**config.mk**
```make
export PLATFORM = sky130hd
export DESIGN_NAME = pfa_divider
export DESIGN_NICKNAME = d
export VERILOG_FILES = /design/src/rtl/pfa_pkg.sv /design/src/rtl/pfa_divider.sv
export SDC_FILE = /design/constraint.sdc
export NUM_CORES = 1
export LEC_CHECK = 0
export ABC_AREA = 1
export BUFFER_PORTS_ARGS = -buffer_cell sky130_fd_sc_hd__buf_2
export CELL_PAD_IN_SITES_DETAIL_PLACEMENT = 0
export CELL_PAD_IN_SITES_GLOBAL_PLACEMENT = 1
export CORE_MARGIN = 2
export CORE_UTILIZATION = 35
export DETAILED_ROUTE_END_ITERATION = 12
export PLACE_DENSITY = 0.7
export SLEW_MARGIN = 10
export SYNTH_ARGS = -nofsm -noshare
export SYNTH_HDL_FRONTEND = slang
export SYNTH_SLANG_ARGS = --single-unit
```
**constraint.sdc**
```tcl
create_clock -name clk -period 4.75 [get_ports clk]
set_clock_uncertainty 0.1 [all_clocks]
set_input_delay 0.95 -clock clk [delete_from_list [all_inputs] [get_ports clk]]
set_output_delay 0.95 -clock clk [all_outputs]
set_load 0.01 [all_outputs]
```
**src/rtl/pfa_pkg.sv**
```systemverilog
`timescale 1ns / 1ps
package pfa_pkg;

  localparam int MAX_PHASE_BINS = 64;
  localparam int LON_BINS       = 1024;
  localparam int PB_W           = $clog2(MAX_PHASE_BINS);
  localparam int LON_W          = $clog2(LON_BINS);
  localparam int ADDR_W         = PB_W + LON_W;
  localparam int CELLS          = MAX_PHASE_BINS * LON_BINS;

  localparam logic signed [47:0] SUM_MAX = {1'b0, {47{1'b1}}};
  localparam logic signed [47:0] SUM_MIN = {1'b1, {47{1'b0}}};

  typedef enum logic [1:0] {
    CMD_ACC   = 2'd0,
    CMD_READ  = 2'd1,
    CMD_CLEAR = 2'd2,
    CMD_NONE  = 2'd3
  } cmd_t;

  typedef enum logic [2:0] {
    REG_TURNS  = 3'd0,
    REG_OFFSET = 3'd1,
    REG_SLOPE  = 3'd2,
    REG_BINS   = 3'd3,
    REG_NOINT  = 3'd4,
    REG_NONORM = 3'd5
  } reg_idx_t;

  typedef enum logic [3:0] {
    ST_IDLE,
    ST_MUL1,
    ST_MUL2,
    ST_MUL3,
    ST_RD,
    ST_UPD,
    ST_WR,
    ST_RRD,
    ST_RDAT,
    ST_DIV,
    ST_OUT
  } state_t;

  typedef struct packed {
    logic [1:0]         command;
    logic [19:0]        pulse_index;
    logic [9:0]         lon_bin;
    logic signed [15:0] sample;
    logic [5:0]         phase_bin;
  } in_item_t;

  typedef struct packed {
    logic signed [47:0] value;
    logic [31:0]        total_weight;
  } out_item_t;

  typedef struct packed {
    logic start;
    logic busy;
    logic done;
  } div_ctl_t;

endpackage

```
**src/rtl/pfa_divider.sv**
```systemverilog
`timescale 1ns / 1ps
// Restoring divider: one quotient bit per cycle, 56 quotient bits per divide.
module pfa_divider (
  input  logic               clk,
  input  logic               rst_n,
  input  logic               start,
  input  logic signed [55:0] dividend,
  input  logic [31:0]        divisor,
  output pfa_pkg::div_ctl_t  ctl,
  output logic signed [47:0] quotient
);

  logic [55:0] q_r, q_nxt;
  logic [32:0] rem_r, rem_nxt;
  logic [31:0] dvs_r, dvs_nxt;
  logic        neg_r, neg_nxt;
  logic [5:0]  cnt_r, cnt_nxt;
  logic        busy_r, busy_nxt;
  logic        done_r, done_nxt;
  logic [32:0] trial;
  logic [55:0] mag;
  logic signed [56:0] sq;

  assign mag = dividend[55] ? 56'(-dividend) : 56'(dividend);

  // One shift-subtract step per cycle.
  always_comb begin
    q_nxt    = q_r;
    rem_nxt  = rem_r;
    dvs_nxt  = dvs_r;
    neg_nxt  = neg_r;
    cnt_nxt  = cnt_r;
    busy_nxt = busy_r;
    done_nxt = 1'b0;
    trial    = {rem_r[31:0], q_r[55]} - {1'b0, dvs_r};
    if (start) begin
      q_nxt    = mag;
      rem_nxt  = '0;
      dvs_nxt  = divisor;
      neg_nxt  = dividend[55];
      cnt_nxt  = 6'd55;
      busy_nxt = 1'b1;
    end else if (busy_r) begin
      if (!trial[32]) begin
        rem_nxt = trial;
        q_nxt   = {q_r[54:0], 1'b1};
      end else begin
        rem_nxt = {rem_r[31:0], q_r[55]};
        q_nxt   = {q_r[54:0], 1'b0};
      end
      if (cnt_r == '0) begin
        busy_nxt = 1'b0;
        done_nxt = 1'b1;
      end else begin
        cnt_nxt = cnt_r - 6'd1;
      end
    end
  end

  always_ff @(posedge clk) begin
    if (!rst_n) begin
      busy_r <= 1'b0;
      done_r <= 1'b0;
    end else begin
      busy_r <= busy_nxt;
      done_r <= done_nxt;
    end
    q_r   <= q_nxt;
    rem_r <= rem_nxt;
    dvs_r <= dvs_nxt;
    neg_r <= neg_nxt;
    cnt_r <= cnt_nxt;
  end

  // Sign restore and saturation to 48 bits.
  always_comb begin
    sq = neg_r ? -$signed({1'b0, q_r}) : $signed({1'b0, q_r});
    if (sq > 57'(pfa_pkg::SUM_MAX)) quotient = pfa_pkg::SUM_MAX;
    else if (sq < 57'(pfa_pkg::SUM_MIN)) quotient = pfa_pkg::SUM_MIN;
    else quotient = sq[47:0];
  end

  assign ctl.start = start;
  assign ctl.busy  = busy_r;
  assign ctl.done  = done_r;

endmodule
```
**Yosys cells after proc, flatten, opt, wreduce, memory -nomap -nowiden**

Index checks and enable logic that the tools add are counted.

- Bits in registers: 129
- Input bits: 91
- Output and inout bits: 51
- Logic and storage cells: 32

- $add $sub $neg: 4
- Magnitude comparators: 2
- Muxes and demuxes: 12
- Bitwise gates (word level): 3
- Reductions and logical operators: 4

Operators by type and width:

| operator | number |
|---|---|
| $mux W56 | 3 |
| $mux W48 | 2 |
| $gt A57 B48 Y1 const B | 1 |
| $lt A57 B48 Y1 const B | 1 |
| $mux W57 | 1 |
| $neg A56 Y57 | 1 |
| $neg A56 Y56 | 1 |
| $sub A33 B32 Y33 | 1 |
| $mux W32 | 1 |
| $logic_not A6 Y1 | 1 |
| $sub A6 B1 Y6 const B | 1 |
| $mux W1 | 5 |
| $not A1 Y1 | 3 |
| $reduce_or A3 Y1 | 1 |
| $reduce_and A2 Y1 | 1 |
| $reduce_bool A2 Y1 | 1 |

**Logic depth before layout (Yosys ltp)**

- Word-level depth: 5
- Gate-level depth with buffers: 18

**Worst setup path after synthesis**

Ideal clock, no wire load.

- Kind: input to register
- Start: in start
- End: reg q_r[0], enable pin
- Library setup time: 0.440 ns
- Data arrival time: 3.322 ns
- Slack: 0.888 ns
- Stages: 5
- Path buffers: 3
- Path through: clkbuf_1 > nor2_1 > inv_1 > clkbuf_1 > clkbuf_1

- Word-level cells in the longest chain between the ends: 1

RTL lines:

| element | RTL line | RTL |
|---|---|---|
| from (decl) | pfa_divider.sv:6 | `input logic start,` |
| $reduce_bool A2 Y1 (no source line) | - |  |
| to (signal assigned) | pfa_divider.sv:68 | `q_r <= q_nxt;` |
| to (decl) | pfa_divider.sv:13 | `logic [55:0] q_r, q_nxt;` |

Every way passes these cells.
A chain may end at the register's enable or synchronous reset.

**Worst setup path after layout**

- Start: reg q_r[0]
- End: out quotient[36]

- Word-level cells in the longest chain between the ends: 5
- Elaborated cells between the ends (all ways): 6
- Those cells by class: 1 x add/sub; 2 x order compare; 3 x mux

RTL lines:

| element | RTL line | RTL |
|---|---|---|
| $neg A56 Y57 | pfa_divider.sv:77 | `sq = neg_r ? -$signed({1'b0, q_r}) : $signed({1'b0, q_r});` |
| $mux W57 (*) | pfa_divider.sv:77 |  |
| $lt A57 B48 Y1 | pfa_divider.sv:79 | `else if (sq < 57'(pfa_pkg::SUM_MIN)) quotient = pfa_pkg::SUM_MIN;` |
| $mux W48 | pfa_divider.sv:79 |  |
| $mux W48 (*) | pfa_divider.sv:78 | `if (sq > 57'(pfa_pkg::SUM_MAX)) quotient = pfa_pkg::SUM_MAX;` |
| to (decl) | pfa_divider.sv:10 | `output logic signed [47:0] quotient` |

Mark *: on every way between the ends. The rest lies on a longest branch, timed or not.

==> results.md <==
- Hold path startpoint: rem_r[27]
- Hold Fails Final Rpt: 0
- Antenna violations before repair: 0
- Core Footprint: 31,560 µm²
- Hold Slack: 0.3762 ns
- CP dominant cell by count: nand2_1
- Vias in the first global route: 10,967
- Routed WL: 37.21 mm
- Tcrit/Tclk final: 90.68%
- Post-DR vias/cell: 5.028
- Die ar.: 33,490 µm²
- Slowest Stage Delay on Critical Path: 0.51 ns
- Initial DRC Count: 779
- Max-Cap Viols: 0
- WL per Instance: 16.79 µm
- Max IR drop VDD: 0.1808 mV
- GRT Util Overall: 22.49%
- Clock-pin slew on the worst setup and hold paths: 0.06 ns
- Detailed placement HPWL: 29.63 mm
- Fillers: 3,489
- Critical Path Slowest Stage Cell: nand2_4
- Num CTS Buffers: 17
- Worst-Margin Slew: 0.8494 ns
- Final min period: 4.307 ns
- Post-Syn Area: 11,210 µm²
- Post-synth top area cell: edfxtp_1
- Worst-Skew Late Latency: 0.43 ns
- Die H: 183 µm
- CTS tree: done
- RSZ-0062 raised after global routing: no
- Seq cells post-synth: 129
- Hold_buf cts: 0
- EDFF count, synth: 89
- RR Startpoint: q_r[55]
- Hold EP: rem_r[27]
- Dominant cells by area after synthesis: edfxtp_1 (24%), nand2_1 (15%), nor2_1 (7.4%), dfxtp_1 (7.1%), inv_1 (6.0%)
- Clock sink count: 129
- ANT cells: 0
- Largest fanout on the critical path: 47
- IO Pins: 142
- GPL Wtd Cong: 0.9170
- Max Slew Vio Count: 0
- Post-CTS Setup Repair Bufs: 0
- Area growth syn-to-layout: 14.47%
- Initial core utilization: 35.54%
- R2r worst-path depth: 13
- Remaining antenna violation count: 0
- Nets: 1,928
- Relative slew slack: 43.24%
- Final routed DRC violation total: 0
- Synth Net Count: 1,810
- Die X: 183 µm
- Clock root cell: clkbuf_16
- CP endpoint kind: output pin
- Data required, critical path: 3.70 ns
- Resized cells post-CTS: 0
- Syn. warnings: 0
- Share of post-route cells with drive strength above 1: 15.38%
- Rows: 65
- Setup Total Neg Slack: 0 ns
- Drt first pass iters: 5
- CP delay by family, top: simple AND/OR/NAND/NOR gates
- Critical path startpoint category: register
- Pre-CTS setup slack: 0.8811 ns
- Status: finished, final reports clean
- Min-Delay Path Class: reg2reg
- Pin count of the biggest net entering global routing: 72
- IO Port Bufs: 141
- Total grt overflow: 0
- Asr flop ratio synth: 0%
- Synth Flop Type: edfxtp_1
- Post-Syn Instances: 1,683
- Setup ws final: 0.4426 ns
- Vias: 11,142
- Register area share after synthesis: 30.97%
- Critical Path, Cell by Cell: inv_1, ha_1, nand3_2, nor2_4, nand3_1, nand2_1, nand4_1, nand2_1, nand3_1, nor2_1, nand2_1, nand2_4, nand2_2, nand2_2, buf_2
- Fmax: 0.2322 GHz
- # setup viols final: 0
- First-pass GRT wire length: 58.56 mm
- Hold Path Cell Cnt: 2
- R2R Path End: q_r[0]
- Longest Clk Path Bufs: 2
- Post-synth cell types: 48
- Worst endpoint data arrival time: 3.26 ns
- H-tree levels: 4
- Power density cells: 281.6 nW/µm²
- Post-synth top area share: 23.83%
- Worst R2R Setup Slack: 1.26 ns
- Pleak: 5.893 nW
- Bufs and invs on worst path: 2
- Syn avg cell area: 6.663 µm²
- Critical path class: reg2out
## registers in the layout, indices dropped and copies added (netlist names)
register,count
done_r,1
rem_r,32
cnt_r,6
neg_r,1
q_r,56
busy_r,1
dvs_r,32
## power breakdown
part | internal [mW] | total (mW) | switching (mW)
Sequential | 1.31 | 1.40 | 0.0948
Combinational | 0.246 | 0.736 | 0.490
Clock | 0.946 | 1.48 | 0.531
Total | 2.50 | 3.62 | 1.12
## cell usage in the layout (no fill, tap or decap), types with 6 or more instances in the layout
cell type and count:
edfxtp_1 89, o21a_1 6, buf_2 140, inv_1 176
nand2_1 459, nor2_2 6, nor3_1 21, nand4_1 20
a31oi_1 12, nor4_1 14, clkbuf_16 17, o21ai_0 123
ha_1 35, nand3_1 127, nor2_1 219, buf_4 10
nand3b_1 9, a21oi_1 64, dfxtp_1 40, or2_2 6
xnor2_1 33, nand2_2 65, xor2_1 63
## cell families (layout without fill, tap and decap cells)
| family | Yosys count | after routing | share of synthesized area [%] |
|---|---|---|---|
| and+or+nand+nor | 960 | 960 | 37.19 |
| AOI/OAI and AO/OA | 228 | 228 | 11.15 |
| buffers and inverters | 234 | 365 | 9.115 |
| adders and majority gates | 36 | 36 | 4.083 |
| xor gates and xnor gates | 96 | 96 | 7.498 |
| DFF | 129 | 129 | 30.97 |
## synth_stat cells (all sizes together) (20+ instances only)
master  count
a21oi      64
buf        27
clkbuf     25
dfxtp      40
edfxtp     89
ha         35
inv       182
nand2     525
nand3     129
nand4      20
nor2      228
nor3       23
o21ai     130
xnor2      33
xor2       63
## tightest hold or removal path, delay by kind of cell (launching register included)
family | cells | cell delay, ns
flops | 1 | 0.32
simple gates | 2 | 0.11
## worst max path at each step
stage	depth (start not counted)	start	slack, ns	endpoint
after CTS	15	q_r[0]	0.42	quotient[30]
after global routing	15	q_r[0]	0.11	quotient[30]
final	15	q_r[0]	0.44	quotient[36]
after detailed placement	15	q_r[0]	0.88	quotient[30]
after global placement	15	q_r[0]	0.92	quotient[34]
after floorplan	5	start	0.89	q_r[0]
## per-stage QoR
step	cells	utilization (%)	power [mW]	instance area (µm²)
6_report	2216	40.68	3.616	12840
5_1_grt	2216	40.68	3.794	12840
4_1_cts	2216	40.68	3.652	12840
3_5_place_dp	2184	38.61	2.160	12180
3_3_place_gp	2184	38.61	2.162	12180
2_1_floorplan	1683	-	1.884	11210
## layout make-up
cell class / instances / area [µm²] / area share [%]
Sequential cell: 129 / 3473 / 27.06
Multi-Input combinational cell: 1320 / 6729 / 52.42
Timing Repair Buffer: 151 / 795.8 / 6.199
Inverter: 182 / 683.2 / 5.322
Clock buffer: 19 / 442.9 / 3.450
Tap cell: 402 / 503.0 / 3.918
Clock inverter: 13 / 210.2 / 1.637
## metal layers
layer  wire, µm  share of wire (%)  up-vias  track usage [%]
li1           -                  -     5700                -
met1      17100                 46     5100            29.27
met2      17610                 47      288            38.39
met3       1426                3.8       54            2.720
met4       1078                2.9        0            8.096
met5          0                  0        -                0
No activity file was read; power rests on OpenSTA's default activity.
